===== src/rtl/core/led_heartbeat_pwm_sequencer_core_assert.svh =====
// ----------------------------------------------------------------------------
// led heartbeat pwm sequencer assertion macros
// concurrent assertion shorthands shared by the core files
// ----------------------------------------------------------------------------
`ifndef LED_HEARTBEAT_PWM_SEQUENCER_CORE_ASSERT_SVH
`define LED_HEARTBEAT_PWM_SEQUENCER_CORE_ASSERT_SVH

// same-cycle implication, disabled during reset
`define LHPS_ASSERT_NOW(label, clk, rst_n, ante, cons) \
    label: assert property (@(posedge clk) disable iff (!rst_n) (ante) |-> (cons)) \
        else $error("lhps assertion failed");

// next-cycle implication, disabled during reset
`define LHPS_ASSERT_NEXT(label, clk, rst_n, ante, cons) \
    label: assert property (@(posedge clk) disable iff (!rst_n) (ante) |=> (cons)) \
        else $error("lhps assertion failed");

`endif


===== src/rtl/core/lhps_pkg.sv =====
// ----------------------------------------------------------------------------
// lhps_pkg
// shared types, register indexes, segment codes and gamma table
// ----------------------------------------------------------------------------
`default_nettype none

package lhps_pkg;

    localparam int CFG_W   = 20;
    localparam int IDX_W_C = 8;

    // register indexes on the configuration channel
    localparam logic [IDX_W_C-1:0] REG_PRESS_MIN = 8'd0;
    localparam logic [IDX_W_C-1:0] REG_SLOW_RAMP = 8'd1;
    localparam logic [IDX_W_C-1:0] REG_FAST_RAMP = 8'd2;
    localparam logic [IDX_W_C-1:0] REG_BEAT_RISE = 8'd3;
    localparam logic [IDX_W_C-1:0] REG_BEAT_FALL = 8'd4;
    localparam logic [IDX_W_C-1:0] REG_REST_SLOW = 8'd5;
    localparam logic [IDX_W_C-1:0] REG_REST_MID  = 8'd6;
    localparam logic [IDX_W_C-1:0] REG_REST_FAST = 8'd7;

    // pattern modes
    localparam logic [2:0] MODE_HOLD   = 3'd0;
    localparam logic [2:0] MODE_SLOW   = 3'd1;
    localparam logic [2:0] MODE_FAST   = 3'd2;
    localparam logic [2:0] MODE_BEAT_S = 3'd3;
    localparam logic [2:0] MODE_BEAT_M = 3'd4;
    localparam logic [2:0] MODE_LAST   = 3'd5;

    typedef enum logic [2:0] {
        SEG_IDLE = 3'd0,
        SEG_RISE = 3'd1,
        SEG_UPPER = 3'd2,
        SEG_FALL = 3'd3,
        SEG_REST = 3'd4
    } seg_t;

    typedef struct packed {
        logic [7:0]       press_min;
        logic [CFG_W-1:0] slow_ramp;
        logic [CFG_W-1:0] fast_ramp;
        logic [CFG_W-1:0] beat_rise;
        logic [CFG_W-1:0] beat_fall;
        logic [CFG_W-1:0] rest_slow;
        logic [CFG_W-1:0] rest_mid;
        logic [CFG_W-1:0] rest_fast;
    } cfg_t;

    localparam logic [7:0] PRESS_MAX = 8'd255;

    localparam logic [7:0] GAMMA_LUT [32] = '{
        8'd0,   8'd0,   8'd2,   8'd3,   8'd6,   8'd8,   8'd12,  8'd15,
        8'd20,  8'd24,  8'd30,  8'd35,  8'd42,  8'd48,  8'd56,  8'd63,
        8'd71,  8'd80,  8'd89,  8'd99,  8'd109, 8'd120, 8'd131, 8'd143,
        8'd155, 8'd168, 8'd181, 8'd195, 8'd209, 8'd224, 8'd239, 8'd255
    };

    // gamma lookup, indexes past the table read the last entry
    function automatic logic [7:0] gamma_at(input logic [7:0] idx);
        logic [4:0] i;
        i = (idx > 8'd31) ? 5'd31 : idx[4:0];
        return GAMMA_LUT[i];
    endfunction

endpackage

`default_nettype wire


===== src/rtl/core/lhps_cfg_regs.sv =====
// ----------------------------------------------------------------------------
// lhps_cfg_regs
// configuration register file, written through the index/data channel
// ----------------------------------------------------------------------------
`default_nettype none

module lhps_cfg_regs (
    input  wire logic                        aclk,
    input  wire logic                        aresetn,
    input  wire logic                        cfg_valid,
    input  wire logic [7:0]                  cfg_index,
    input  wire logic [lhps_pkg::CFG_W-1:0]  cfg_data,
    output lhps_pkg::cfg_t                   cfg
);

    lhps_pkg::cfg_t cfg_reg;

    always_ff @(posedge aclk) begin
        if (!aresetn) begin
            cfg_reg.press_min <= 8'd21;
            cfg_reg.slow_ramp <= 20'd800;
            cfg_reg.fast_ramp <= 20'd400;
            cfg_reg.beat_rise <= 20'd10000;
            cfg_reg.beat_fall <= 20'd5000;
            cfg_reg.rest_slow <= 20'd1000000;
            cfg_reg.rest_mid  <= 20'd666666;
            cfg_reg.rest_fast <= 20'd333333;
        end else if (cfg_valid) begin
            case (cfg_index)
                lhps_pkg::REG_PRESS_MIN: cfg_reg.press_min <= cfg_data[7:0];
                lhps_pkg::REG_SLOW_RAMP: cfg_reg.slow_ramp <= cfg_data;
                lhps_pkg::REG_FAST_RAMP: cfg_reg.fast_ramp <= cfg_data;
                lhps_pkg::REG_BEAT_RISE: cfg_reg.beat_rise <= cfg_data;
                lhps_pkg::REG_BEAT_FALL: cfg_reg.beat_fall <= cfg_data;
                lhps_pkg::REG_REST_SLOW: cfg_reg.rest_slow <= cfg_data;
                lhps_pkg::REG_REST_MID:  cfg_reg.rest_mid  <= cfg_data;
                lhps_pkg::REG_REST_FAST: cfg_reg.rest_fast <= cfg_data;
                default: ;
            endcase
        end
    end

    assign cfg = cfg_reg;

endmodule

`default_nettype wire


===== src/rtl/core/lhps_seq.sv =====
// ----------------------------------------------------------------------------
// lhps_seq
// pattern state registers and single-tick next-state logic
// ----------------------------------------------------------------------------
`default_nettype none

module lhps_seq #(
    parameter int TABLE_DEPTH = 32,
    parameter int TIMER_WIDTH = 20
) (
    input  wire logic          aclk,
    input  wire logic          aresetn,
    input  wire logic          step_en,
    input  wire logic          pressed,
    input  wire lhps_pkg::cfg_t cfg,
    output logic [7:0]         duty_next,
    output logic [2:0]         mode_next
);

    localparam int IDX_W = $clog2(TABLE_DEPTH + 1);
    localparam int HALF  = TABLE_DEPTH / 2;
    localparam logic [IDX_W-1:0] IDX_HALF   = IDX_W'(HALF);
    localparam logic [IDX_W-1:0] IDX_HALF_M = IDX_W'(HALF - 1);
    localparam logic [IDX_W-1:0] IDX_LAST   = IDX_W'(TABLE_DEPTH - 1);
    localparam logic [IDX_W-1:0] IDX_DEPTH  = IDX_W'(TABLE_DEPTH);
    localparam logic [IDX_W-1:0] IDX_ONE    = IDX_W'(1);
    localparam logic [TIMER_WIDTH-1:0] TMR_ONE = TIMER_WIDTH'(1);

    logic [2:0]             mode_reg;
    logic [IDX_W-1:0]       idx_reg,   idx_next;
    lhps_pkg::seg_t         seg_reg,   seg_next;
    logic                   beat_reg,  beat_next;
    logic [TIMER_WIDTH-1:0] tmr_reg,   tmr_next;
    logic [7:0]             pc_reg,    pc_next;
    logic                   hold_reg,  hold_next;
    logic [7:0]             duty_reg;

    logic [lhps_pkg::CFG_W-1:0] raw_len, raw_rest;
    logic [TIMER_WIDTH-1:0]     cur_len, rest_len, step_len;
    logic [IDX_W-1:0]           top, idx_clamp;
    logic                       is_beat, down, load, start;

    // saturate a register value into the timer width
    function automatic logic [TIMER_WIDTH-1:0] cap(input logic [lhps_pkg::CFG_W-1:0] v);
        logic [TIMER_WIDTH-1:0] r;
        r = TIMER_WIDTH'(v);
        if ((v >> TIMER_WIDTH) != '0) r = '1;
        return r;
    endfunction

    // segment lengths for the current mode
    always_comb begin
        case (mode_reg)
            lhps_pkg::MODE_BEAT_S: raw_rest = cfg.rest_slow;
            lhps_pkg::MODE_BEAT_M: raw_rest = cfg.rest_mid;
            default:               raw_rest = cfg.rest_fast;
        endcase
        if (mode_reg == lhps_pkg::MODE_SLOW)      raw_len = cfg.slow_ramp;
        else if (mode_reg == lhps_pkg::MODE_FAST) raw_len = cfg.fast_ramp;
        else if (seg_reg == lhps_pkg::SEG_RISE)   raw_len = cfg.beat_rise;
        else                                      raw_len = cfg.beat_fall;
        rest_len = cap(raw_rest);
        step_len = cap(raw_len);
        if (step_len == '0) step_len = TMR_ONE;
        cur_len = (seg_reg == lhps_pkg::SEG_REST) ? rest_len : step_len;
    end

    always_comb begin
        is_beat = mode_reg >= lhps_pkg::MODE_BEAT_S;
        down    = (seg_reg == lhps_pkg::SEG_UPPER && !is_beat) || seg_reg == lhps_pkg::SEG_FALL;
        top     = (mode_reg == lhps_pkg::MODE_SLOW) ? IDX_HALF_M : IDX_LAST;
        if (seg_reg == lhps_pkg::SEG_RISE && is_beat) top = IDX_HALF_M;

        mode_next = mode_reg;
        idx_next  = idx_reg;
        seg_next  = seg_reg;
        beat_next = beat_reg;
        tmr_next  = tmr_reg;
        pc_next   = pc_reg;
        hold_next = hold_reg;
        load      = 1'b0;
        start     = 1'b1;

        // step timing and advance through the pattern
        if (seg_reg != lhps_pkg::SEG_IDLE) begin
            if (tmr_reg < cur_len) begin
                tmr_next = tmr_reg + TMR_ONE;
            end else if (seg_reg == lhps_pkg::SEG_REST) begin
                seg_next  = lhps_pkg::SEG_IDLE;
                beat_next = 1'b0;
                tmr_next  = '0;
            end else if (down ? (idx_reg > IDX_ONE) : (idx_reg < top)) begin
                idx_next = down ? idx_reg - IDX_ONE : idx_reg + IDX_ONE;
                load     = 1'b1;
                tmr_next = TMR_ONE;
            end else if (!is_beat) begin
                if (seg_reg == lhps_pkg::SEG_RISE) begin
                    seg_next = lhps_pkg::SEG_UPPER;
                    idx_next = (mode_reg == lhps_pkg::MODE_SLOW) ? IDX_HALF : IDX_DEPTH;
                    load     = 1'b1;
                    tmr_next = TMR_ONE;
                end else begin
                    seg_next = lhps_pkg::SEG_IDLE;
                    tmr_next = '0;
                end
            end else if (seg_reg == lhps_pkg::SEG_RISE) begin
                seg_next = lhps_pkg::SEG_UPPER;
                idx_next = IDX_HALF;
                load     = 1'b1;
                tmr_next = TMR_ONE;
            end else if (seg_reg == lhps_pkg::SEG_UPPER) begin
                seg_next = lhps_pkg::SEG_FALL;
                idx_next = IDX_DEPTH;
                load     = 1'b1;
                tmr_next = TMR_ONE;
            end else if (!beat_reg) begin
                beat_next = 1'b1;
                seg_next  = lhps_pkg::SEG_RISE;
                idx_next  = '0;
                load      = 1'b1;
                tmr_next  = TMR_ONE;
            end else begin
                // into the rest, or straight out when the rest is empty
                idx_next = '0;
                if (rest_len == '0) begin
                    seg_next  = lhps_pkg::SEG_IDLE;
                    beat_next = 1'b0;
                    tmr_next  = '0;
                end else begin
                    seg_next = lhps_pkg::SEG_REST;
                    tmr_next = TMR_ONE;
                end
            end
        end

        // boundary tick: button handling and pattern start
        if (seg_next == lhps_pkg::SEG_IDLE) begin
            if (pressed) begin
                hold_next = 1'b1;
                if (pc_reg != lhps_pkg::PRESS_MAX) pc_next = pc_reg + 8'd1;
                start = 1'b0;
            end else if (hold_reg) begin
                if (pc_reg >= cfg.press_min)
                    mode_next = (mode_reg >= lhps_pkg::MODE_LAST) ? lhps_pkg::MODE_HOLD
                                                                  : mode_reg + 3'd1;
                hold_next = 1'b0;
                pc_next   = '0;
            end
            if (start && mode_next >= lhps_pkg::MODE_SLOW && mode_next <= lhps_pkg::MODE_LAST) begin
                beat_next = 1'b0;
                seg_next  = lhps_pkg::SEG_RISE;
                idx_next  = '0;
                load      = 1'b1;
                tmr_next  = TMR_ONE;
            end
        end

        idx_clamp = (idx_next > IDX_LAST) ? IDX_LAST : idx_next;
        duty_next = load ? lhps_pkg::gamma_at(8'(idx_clamp)) : duty_reg;
    end

    always_ff @(posedge aclk) begin
        if (!aresetn) begin
            mode_reg <= lhps_pkg::MODE_HOLD;
            idx_reg  <= '0;
            seg_reg  <= lhps_pkg::SEG_IDLE;
            beat_reg <= 1'b0;
            tmr_reg  <= '0;
            pc_reg   <= '0;
            hold_reg <= 1'b0;
            duty_reg <= '0;
        end else if (step_en) begin
            mode_reg <= mode_next;
            idx_reg  <= idx_next;
            seg_reg  <= seg_next;
            beat_reg <= beat_next;
            tmr_reg  <= tmr_next;
            pc_reg   <= pc_next;
            hold_reg <= hold_next;
            duty_reg <= duty_next;
        end
    end

endmodule

`default_nettype wire


===== src/rtl/core/led_heartbeat_pwm_sequencer_core.sv =====
// ----------------------------------------------------------------------------
// led_heartbeat_pwm_sequencer_core
// breathing / double-heartbeat led duty sequencer with gamma table
// ----------------------------------------------------------------------------
// usage:
//   one item on the s_ channel is one 1 us tick carrying the button level;
//   every item yields exactly one item on the m_ channel with the duty to
//   drive this tick and the selected mode.
//   the cfg channel writes one of eight configuration registers by index; it is
//   ready whenever out of reset, indexes past seven are dropped. write only while idle.
// path: an accepted tick is held in the input register, then the step logic
//   updates the pattern state and loads the output register that offers it.
// throughput: one tick per cycle unless m_tready holds the result; the
//   pattern state update is combinational: timer compare, index step, gamma lookup.
// reset: aresetn (synchronous, low) returns to mode 0, duty 0, pattern
//   idle and restores the register defaults; both pipeline slots empty.
// stall: when m_tready is low the result holds, one more tick can wait in
//   the input register, and s_tready drops only when both slots are full.
// ----------------------------------------------------------------------------
`default_nettype none

module led_heartbeat_pwm_sequencer_core #(
    parameter int TABLE_DEPTH = 32,
    parameter int TIMER_WIDTH = 20
) (
    input  wire logic                       aclk,
    input  wire logic                       aresetn,
    // tick input
    input  wire logic                       s_tvalid,
    output logic                            s_tready,
    input  wire logic [7:0]                 s_tdata,   // [0] button_pressed
    // result output
    output logic                            m_tvalid,
    input  wire logic                       m_tready,
    output logic [15:0]                     m_tdata,   // [7:0] duty, [10:8] mode_now
    // configuration writes
    input  wire logic                       cfg_valid,
    output logic                            cfg_ready,
    input  wire logic [7:0]                 cfg_index,
    input  wire logic [lhps_pkg::CFG_W-1:0] cfg_data
);

`include "led_heartbeat_pwm_sequencer_core_assert.svh"

    logic           in_valid_reg;
    logic           in_btn_reg;
    logic           out_valid_reg;
    logic [7:0]     out_duty_reg;
    logic [2:0]     out_mode_reg;
    logic           advance;
    logic [7:0]     duty_next;
    logic [2:0]     mode_next;
    lhps_pkg::cfg_t cfg;

    // the held tick moves on when the output slot is free or being emptied
    assign advance   = in_valid_reg && (!out_valid_reg || m_tready);
    // nothing is taken while reset is held
    assign s_tready  = aresetn && (!in_valid_reg || advance);
    assign cfg_ready = aresetn;

    lhps_cfg_regs u_cfg (
        .aclk      (aclk),
        .aresetn   (aresetn),
        .cfg_valid (cfg_valid),
        .cfg_index (cfg_index),
        .cfg_data  (cfg_data),
        .cfg       (cfg)
    );

    lhps_seq #(
        .TABLE_DEPTH (TABLE_DEPTH),
        .TIMER_WIDTH (TIMER_WIDTH)
    ) u_seq (
        .aclk      (aclk),
        .aresetn   (aresetn),
        .step_en   (advance),
        .pressed   (in_btn_reg),
        .cfg       (cfg),
        .duty_next (duty_next),
        .mode_next (mode_next)
    );

    // input register
    always_ff @(posedge aclk) begin
        if (!aresetn) begin
            in_valid_reg <= 1'b0;
        end else if (s_tready) begin
            in_valid_reg <= s_tvalid;
        end
    end

    always_ff @(posedge aclk) begin
        if (s_tvalid && s_tready) begin
            in_btn_reg <= s_tdata[0];
        end
    end

    // result register
    always_ff @(posedge aclk) begin
        if (!aresetn) begin
            out_valid_reg <= 1'b0;
        end else if (advance) begin
            out_valid_reg <= 1'b1;
        end else if (m_tready) begin
            out_valid_reg <= 1'b0;
        end
    end

    always_ff @(posedge aclk) begin
        if (advance) begin
            out_duty_reg <= duty_next;
            out_mode_reg <= mode_next;
        end
    end

    assign m_tvalid = out_valid_reg;
    assign m_tdata  = {5'd0, out_mode_reg, out_duty_reg};

    // a processed tick always lands in the output slot
    `LHPS_ASSERT_NEXT(a_adv_fills_out, aclk, aresetn, advance, m_tvalid)
    // a held tick that cannot move stays held
    `LHPS_ASSERT_NEXT(a_in_held, aclk, aresetn, in_valid_reg && !advance, in_valid_reg)
    // the mode never leaves the six defined patterns
    `LHPS_ASSERT_NOW(a_mode_range, aclk, aresetn, m_tvalid, m_tdata[10:8] <= 3'd5)

endmodule

`default_nettype wire


===== config.mk =====
export PLATFORM = sky130hd
export DESIGN_NAME = led_heartbeat_pwm_sequencer_core
export DESIGN_NICKNAME = d
export VERILOG_FILES = /design/src/rtl/core/lhps_pkg.sv /design/src/rtl/core/lhps_cfg_regs.sv /design/src/rtl/core/lhps_seq.sv /design/src/rtl/core/led_heartbeat_pwm_sequencer_core.sv
export VERILOG_INCLUDE_DIRS = /design/src /design/src/rtl/core
export SDC_FILE = /design/constraint.sdc
export NUM_CORES = 1
export LEC_CHECK = 0
export ABC_CLOCK_PERIOD_IN_PS = 13000
export BUFFER_PORTS_ARGS = -buffer_cell sky130_fd_sc_hd__buf_4
export CORE_ASPECT_RATIO = 1.1
export CORE_MARGIN = 2
export CORE_UTILIZATION = 26
export DETAILED_ROUTE_END_ITERATION = 16
export PLACE_DENSITY = 0.45
export SYNTH_ARGS = -nofsm -noshare
export SYNTH_HDL_FRONTEND = slang
export SYNTH_HIERARCHICAL = 1
export SYNTH_SLANG_ARGS = --single-unit

===== constraint.sdc =====
create_clock -name aclk -period 13 [get_ports aclk]
set_input_delay 2.6 -clock aclk [delete_from_list [all_inputs] [get_ports aclk]]
set_output_delay 2.6 -clock aclk [all_outputs]
set_load 0.05 [all_outputs]

==> results of run 1 <==
[metal layers]
layer | track usage (%) | vias up
li1 | - | 5377
met5 | 0 | -
met2 | 27.8 | 217
met4 | 4.02 | 0
met1 | 20.7 | 5313
met3 | 1.98 | 54
[kinds of logic (layout without fill, tap and decap cells)]
logic type | after synthesis | after routing | synth area share, %
other cells | 1 | 5 | 0.0301
buf+inv | 145 | 156 | 5.18
simple gates | 594 | 594 | 23.4
xor+xnor | 8 | 8 | 0.562
mux | 175 | 175 | 14.1
compound gates | 316 | 316 | 17.1
fa+ha+maj | 47 | 47 | 4.67
flops | 212 | 212 | 35.0
[layout by cell type, fill, tap and decap left out, types with 45 or more instances in the layout]
master	instances
mux2i_1	169
o21ai_0	56
dfxtp_1	200
nor2b_1	65
ha_1	45
nand2_1	233
nor3_1	55
nor2_1	80
buf_4	64
a21oi_1	88
[metrics by stage]
step / total power, mW / util (%)
finish: 1.60 / 29.9
floorplan: 0.778 / -
detailed placement: 0.831 / 28.0
global placement: 0.830 / 28.0
CTS: 1.62 / 29.9
global route: 1.66 / 29.9
[cells in the mapped netlist, drive strengths merged (24+ instances only)]
| cell | instances |
|---|---|
| a21oi | 88 |
| nand3 | 34 |
| inv | 40 |
| nand2b | 24 |
| nand2 | 233 |
| clkbuf | 68 |
| buf | 36 |
| ha | 45 |
| dfxtp | 200 |
| mux2i | 169 |
| nor2b | 67 |
| nor2 | 80 |
| o21ai | 58 |
| nor3 | 56 |
[layout make-up]
cell class	count	area, sq um	area share, %
well taps	645	807	5.66
repair buffers	65	492	3.45
clock inverters	9	98.8	0.694
flip-flops and latches	212	4360	30.6
clock buffers	41	831	5.83
multi-input cells	1145	7510	52.7
inverters	41	154	1.08
[report_power, final]
| group | leakage (nW) | switching, mW | total, mW | internal (mW) |
|---|---|---|---|---|
| registers | 1.73 | 0.00345 | 0.665 | 0.661 |
| clock network | 0.464 | 0.301 | 0.779 | 0.478 |
| logic | 3.63 | 0.105 | 0.152 | 0.0469 |
[worst max-delay path: stages, from the launching register on]
cell	delay, ps
dfxtp_1	310
buf_4	420
inv_1	400
ha_1	590
and2_1	390
a222oi_1	330
nor2_1	70
nor2_1	270
ha_1	290
nand4_1	160
nor2_1	60
a221oi_1	620
nand3_1	480
o21a_1	320
a21o_1	320
o211ai_1	410
o211a_1	840
a21oi_1	310
ha_1	430
inv_1	110
o2111a_1	260
or4_4	530
a41oi_2	160
[worst max path at each step]
stage | endpoint | slack, ps | cells after the start
floorplan | u_seq/duty_reg[5] | 6990 | 27
global placement | u_seq/duty_reg[5] | 4880 | 22
detailed placement | u_seq/duty_reg[5] | 4880 | 22
CTS | u_seq/duty_reg[5] | 4820 | 22
global route | u_seq/duty_reg[5] | 4320 | 22
finish | u_seq/duty_reg[5] | 4790 | 22
==> impl_metrics.py, run 1 <==
metrics = {
    "finish": {
        "area_growth_pct": 14.3,
        "stdcell_area_sq_um": 14300,
        "antenna_cells": 0,
        "fillCellCount": 5121,
        "drive_gt1_share_pct": 9.85,
        "nets": 1579,
        "largest_reg_flops": 148,
        "stdcell_count": 2158,
    },
    "routing": {
        "routed.top_layer": "met4",
        "wl_met1_um": 18100,
        "viasPerCell": 5.08,
        "ant_nets": 0,
        "drc": 0,
        "vias": 10961,
        "drt-total-wl_um": 39600,
        "wl_per_cell_um": 18.4,
        "dr_wl_met3_um": 1490,
        "met2_length_um": 19200,
        "drt_iter0_drc": 623,
        "first_pass_iters": 6,
    },
    "status": {
        "status": "completed",
    },
    "floorplanning": {
        "pin_count": 60,
        "dieHeight_um": 234,
        "die-area_sq_um": 49700,
        "coreArea_sq_um": 47600,
        "initial_core_util_pct": 26.2,
        "dieWidth_um": 213,
        "num_rows": 84,
    },
    "sta": {
        "slew_headroom_pct": 29.7,
        "finalHoldViolations": 0,
        "period_share_pct": 63.2,
        "maxSlewViolCount": 0,
        "tightest_slew_ps": 1050,
        "fmax_mhz": 122,
        "final.setup.worst_slack_ps": 4790,
        "skew_ps": 20.8,
        "fin_hold_ws_ps": 455,
        "rsz0062_at_grt": "no",
        "fin_tns_setup_ps": 0,
        "setup_viol": 0,
        "min_period_ps": 8210,
    },
    "hold_path": {
        "min_path_type": "reg2reg",
        "min_from": "u_cfg/cfg[116]",
        "min_path_cells": 2,
        "hold_end": "u_cfg/cfg[116]",
    },
    "clock_network": {
        "clk_path_buf_depth": 3,
        "numCtsBuffers": 28,
        "cts_resized": 0,
        "cts_tree": "built",
        "htree_levels": 1,
        "ctsHoldBuffers": 0,
        "clkSinkCount": 212,
        "cts-root-buf": "clkbuf_16",
        "path_clk_slew_ps": 60,
        "worstSkewPairLatency_ps": 560,
        "cts_setup_buffers": 0,
    },
    "synthesis": {
        "synth_flop_cell": "dfxtp_1",
        "syn_area_sq_um": 12500,
        "ys_ff_latch": 212,
        "yosysTopAreaCell": "dfxtp_1",
        "synth_enable_flop_cells": 12,
        "syn_area_per_cell_sq_um": 8.33,
        "yosysSeqAreaShare_pct": 35.0,
        "syn-instance-count": 1498,
        "ys_warn_count": 6,
        "synth_top_area_share_pct": 32.1,
        "ys_types": 80,
        "postSynth.asyncResetShare_pct": 0,
        "yosys-top-cells-area": "dfxtp_1 32%, mux2i_1 14%, nand2_1 7.0%",
    },
    "grt": {
        "antenna_found_initial": 0,
        "grt_overflow_total": 0,
        "grt_pass1_vias": 10851,
        "grt_max_degree": 121,
        "grt_pass1_wl_um": 62500,
        "grtUsageTotal_pct": 15.9,
    },
    "critical_path": {
        "worstPathArrival_ps": 8680,
        "cp.required_ps": 13470,
        "cp-start-kind": "flip-flop",
        "end_kind": "flip-flop",
        "critical_path.max_fanout": 38,
        "critPathLaunch": "u_seq/mode_reg[2]",
        "r2r_slack_ps": 4790,
        "r2r-end": "u_seq/duty_reg[5]",
        "r2r_cells": 22,
        "criticalPathCategory": "reg2reg",
        "reg2reg_from": "u_seq/mode_reg[2]",
    },
    "power": {
        "ir_drop_mv": 0.0863,
        "power.density_nw_per_um2": 112,
        "leakage_nw": 5.83,
    },
    "placed_design": {
        "place_area_sq_um": 13300,
        "post-place-ws_ps": 4880,
        "place_congestion": 0.851,
        "numPortBuffers": 47,
        "dp_hpwl_um": 27700,
        "placed_cells": 2108,
    },
    "flow_run": {
        "maxCapViolations": 0,
    },
}
Note: power is estimated with default switching activity, not from simulation.
==> run 2: changes to the inputs <==
--- a/config.mk
+++ b/config.mk
@@ -6,7 +6,8 @@
 export SDC_FILE = /design/constraint.sdc
 export NUM_CORES = 1
 export LEC_CHECK = 0
-export ABC_CLOCK_PERIOD_IN_PS = 13000
+export ABC_AREA = 1
+export ABC_CLOCK_PERIOD_IN_PS = 8100
 export BUFFER_PORTS_ARGS = -buffer_cell sky130_fd_sc_hd__buf_4
 export CORE_ASPECT_RATIO = 1.1
 export CORE_MARGIN = 2
==> constraint.sdc (replaced) <==
create_clock -name aclk -period 8.1 [get_ports aclk]
set_input_delay 1.62 -clock aclk [delete_from_list [all_inputs] [get_ports aclk]]
set_output_delay 1.62 -clock aclk [all_outputs]
set_load 0.05 [all_outputs]
==> run 2 against run 1 <==
Sequential power up 62%. Critical path type unchanged. Wire length fell by 2.3%. Highest routed layer unchanged. Count of clock-buffer cells in the layout unchanged. Cell area down 0.41%. Cell count increased by 17%. Via count up 7.9%.
==> impl_metrics.py, run 2 <==
metrics = {
    "status": {
        "status": "completed",
    },
    "critical_path": {
        "crit_top_cell": "nand2_1",
        "r2r-end": "out_duty_reg[3]",
        "cp.required_ps": 8420,
        "reg2reg_from": "u_seq/mode_reg[1]",
        "end_kind": "flip-flop",
        "crit_path_top_delay_cell": "a221oi_1",
        "cp_top_family": "simple AND/OR/NAND/NOR gates",
        "critical_path.max_fanout": 18,
        "cp-start-kind": "flip-flop",
        "cpPeakStageDelay_ps": 910,
        "cp.depth": 29,
        "r2r_slack_ps": 1570,
        "r2r_cells": 29,
        "critPathBufInv": 4,
        "worstPathArrival_ps": 6840,
        "criticalPathCategory": "reg2reg",
    },
    "floorplanning": {
        "pin_count": 60,
        "initial_core_util_pct": 26.1,
        "dieHeight_um": 233,
        "num_rows": 84,
        "coreArea_sq_um": 47500,
        "dieWidth_um": 212,
        "die-area_sq_um": 49500,
    },
    "clock_network": {
        "worstSkewPairLatency_ps": 570,
        "htree_levels": 1,
        "cts_setup_buffers": 0,
        "path_clk_slew_ps": 60,
        "clkSinkCount": 212,
        "clk_path_buf_depth": 3,
        "numCtsBuffers": 28,
        "cts_resized": 0,
        "ctsHoldBuffers": 0,
        "cts-root-buf": "clkbuf_16",
        "cts_tree": "built",
    },
    "synthesis": {
        "synth.top_cells.by_count": "458 x nand2_1, 262 x nand3_1, 218 x nor2_1",
        "postSynth.asyncResetShare_pct": 0,
        "synth_flop_cell": "dfxtp_1",
        "synth_top_area_share_pct": 32.2,
        "yosysTopAreaCell": "dfxtp_1",
        "yosys-top-cells-area": "dfxtp_1 32%, nand2_1 14%, nand3_1 11%",
        "syn_area_sq_um": 12400,
        "syn_area_per_cell_sq_um": 6.66,
        "ys_ff_latch": 212,
        "ys_types": 63,
        "synth.most_common_cell": "nand2_1",
        "syn-instance-count": 1864,
        "ys_warn_count": 6,
        "yosysSeqAreaShare_pct": 35.1,
        "synth_enable_flop_cells": 12,
    },
    "grt": {
        "antenna_found_initial": 0,
        "gr-usage-met2_pct": 26.2,
        "grt_max_degree": 89,
        "grt_pass1_vias": 11043,
        "grtUsageMet1_pct": 21.3,
        "grtUsageTotal_pct": 15.7,
        "use_met3_pct": 1.94,
        "grt_pass1_wl_um": 61700,
        "grt_overflow_total": 0,
        "grt.busiest_layer": "met2",
    },
    "hold_path": {
        "min_path_type": "reg2reg",
        "hold_end": "u_cfg/cfg[89]",
        "min_path_cells": 2,
        "min_from": "u_cfg/cfg[89]",
    },
    "finish": {
        "stdcell_area_sq_um": 14200,
        "antenna_cells": 0,
        "final_cell_mix": "458 x nand2_1, 262 x nand3_1, 216 x nor2_1",
        "nets": 1943,
        "layout_commonest_cell": "nand2_1",
        "area_growth_pct": 14.3,
        "largest_reg_flops": 148,
        "final_core_util_pct": 29.9,
        "drive_gt1_share_pct": 10.2,
        "stdcell_count": 2523,
    },
    "routing": {
        "first_pass_iters": 5,
        "wl_per_cell_um": 15.4,
        "drt-total-wl_um": 38700,
        "drc": 0,
        "drt_iter0_drc": 665,
        "ant_nets": 0,
        "vias": 11831,
        "viasPerCell": 4.69,
    },
    "sta": {
        "slew_headroom_pct": 24.0,
        "fmax_mhz": 153,
        "skew_ps": 17.0,
        "period_share_pct": 80.6,
        "maxSlewViolCount": 0,
        "min_period_ps": 6530,
        "tightest_slew_ps": 1140,
        "rsz0062_at_grt": "no",
        "final.setup.worst_slack_ps": 1570,
        "setup_viol": 0,
        "finalHoldViolations": 0,
        "fin_hold_ws_ps": 448,
        "fin_tns_setup_ps": 0,
    },
    "placed_design": {
        "post-place-ws_ps": 1440,
        "dp_hpwl_um": 24800,
        "place_congestion": 0.792,
        "placed_cells": 2472,
        "place_area_sq_um": 13200,
        "numPortBuffers": 47,
    },
    "power": {
        "clockPowerShare_pct": 47.8,
        "ir_drop_mv": 0.142,
        "p_sw_mw": 0.826,
        "p_int_mw": 2.05,
        "power.density_nw_per_um2": 203,
        "totalPowerFinal_mw": 2.88,
        "leakage_nw": 6.04,
        "switching_share_pct": 28.7,
        "comb_power_share_pct": 14.6,
        "seqPwrFrac_pct": 37.6,
    },
    "flow_run": {
        "maxCapViolations": 0,
    },
}
-- run 2: worst reg2reg max path, delay by kind of cell, from the launching register on --
family / cells / cell delay (ps)
buffers and inverters: 4 / 370
flip-flops: 1 / 440
adder cells (fa/ha/maj): 3 / 700
AO/OA/AOI/OAI: 7 / 2320
AND/OR/NAND/NOR: 15 / 2470
-- run 2: metal layers --
metal | routed length, um | part of all wire (%)
met1 | 18200 | 47
met2 | 17800 | 46
met3 | 1780 | 4.6
met4 | 914 | 2.4
met5 | 0 | 0
-- run 2: how the worst max path moves through the flow --
stage | start | end | slack, ps
detailed placement | u_seq/mode_reg[1] | out_duty_reg[3] | 1440
global placement | u_seq/mode_reg[1] | out_duty_reg[3] | 1510
CTS | u_seq/mode_reg[1] | out_duty_reg[3] | 1430
global route | u_seq/mode_reg[1] | u_seq/duty_reg[1] | 910
floorplan | u_seq/mode_reg[1] | out_duty_reg[3] | 3410
finish | u_seq/mode_reg[1] | out_duty_reg[3] | 1570
-- run 2: layout make-up --
cell class / instances / area [sq um]
fill: 5312 / 33300
multi-input combinational: 1369 / 6830
sequential: 212 / 4360
clock buffer: 41 / 863
tap: 645 / 807
inverter: 182 / 686
timing repair buffer: 64 / 480
clock inverter: 10 / 168
-- run 2: cell families (layout without fill, tap and decap cells) --
| group | count (synthesis) | in the layout | share of synthesized area, % |
|---|---|---|---|
| other | 1 | 5 | 0.0302 |
| and+or+nand+nor | 1028 | 1028 | 36.4 |
| muxes | 1 | 1 | 0.0806 |
| AOI/OAI and AO/OA | 284 | 284 | 13.2 |
| adders and majority gates | 45 | 45 | 4.53 |
| buffers and inverters | 287 | 297 | 10.2 |
| xor gates and xnor gates | 6 | 6 | 0.423 |
| DFF | 212 | 212 | 35.1 |
-- run 2: power groups by stage --
| stage | Clock, mW | Sequential (mW) | Combinational (mW) |
|---|---|---|---|
| after floorplan | 0 | 1.11 | 0.285 |
| after global placement | 0 | 1.11 | 0.419 |
| after detailed placement | 0 | 1.11 | 0.420 |
| after CTS | 1.41 | 1.08 | 0.421 |
| after global routing | 1.45 | 1.08 | 0.472 |
| final | 1.38 | 1.08 | 0.419 |
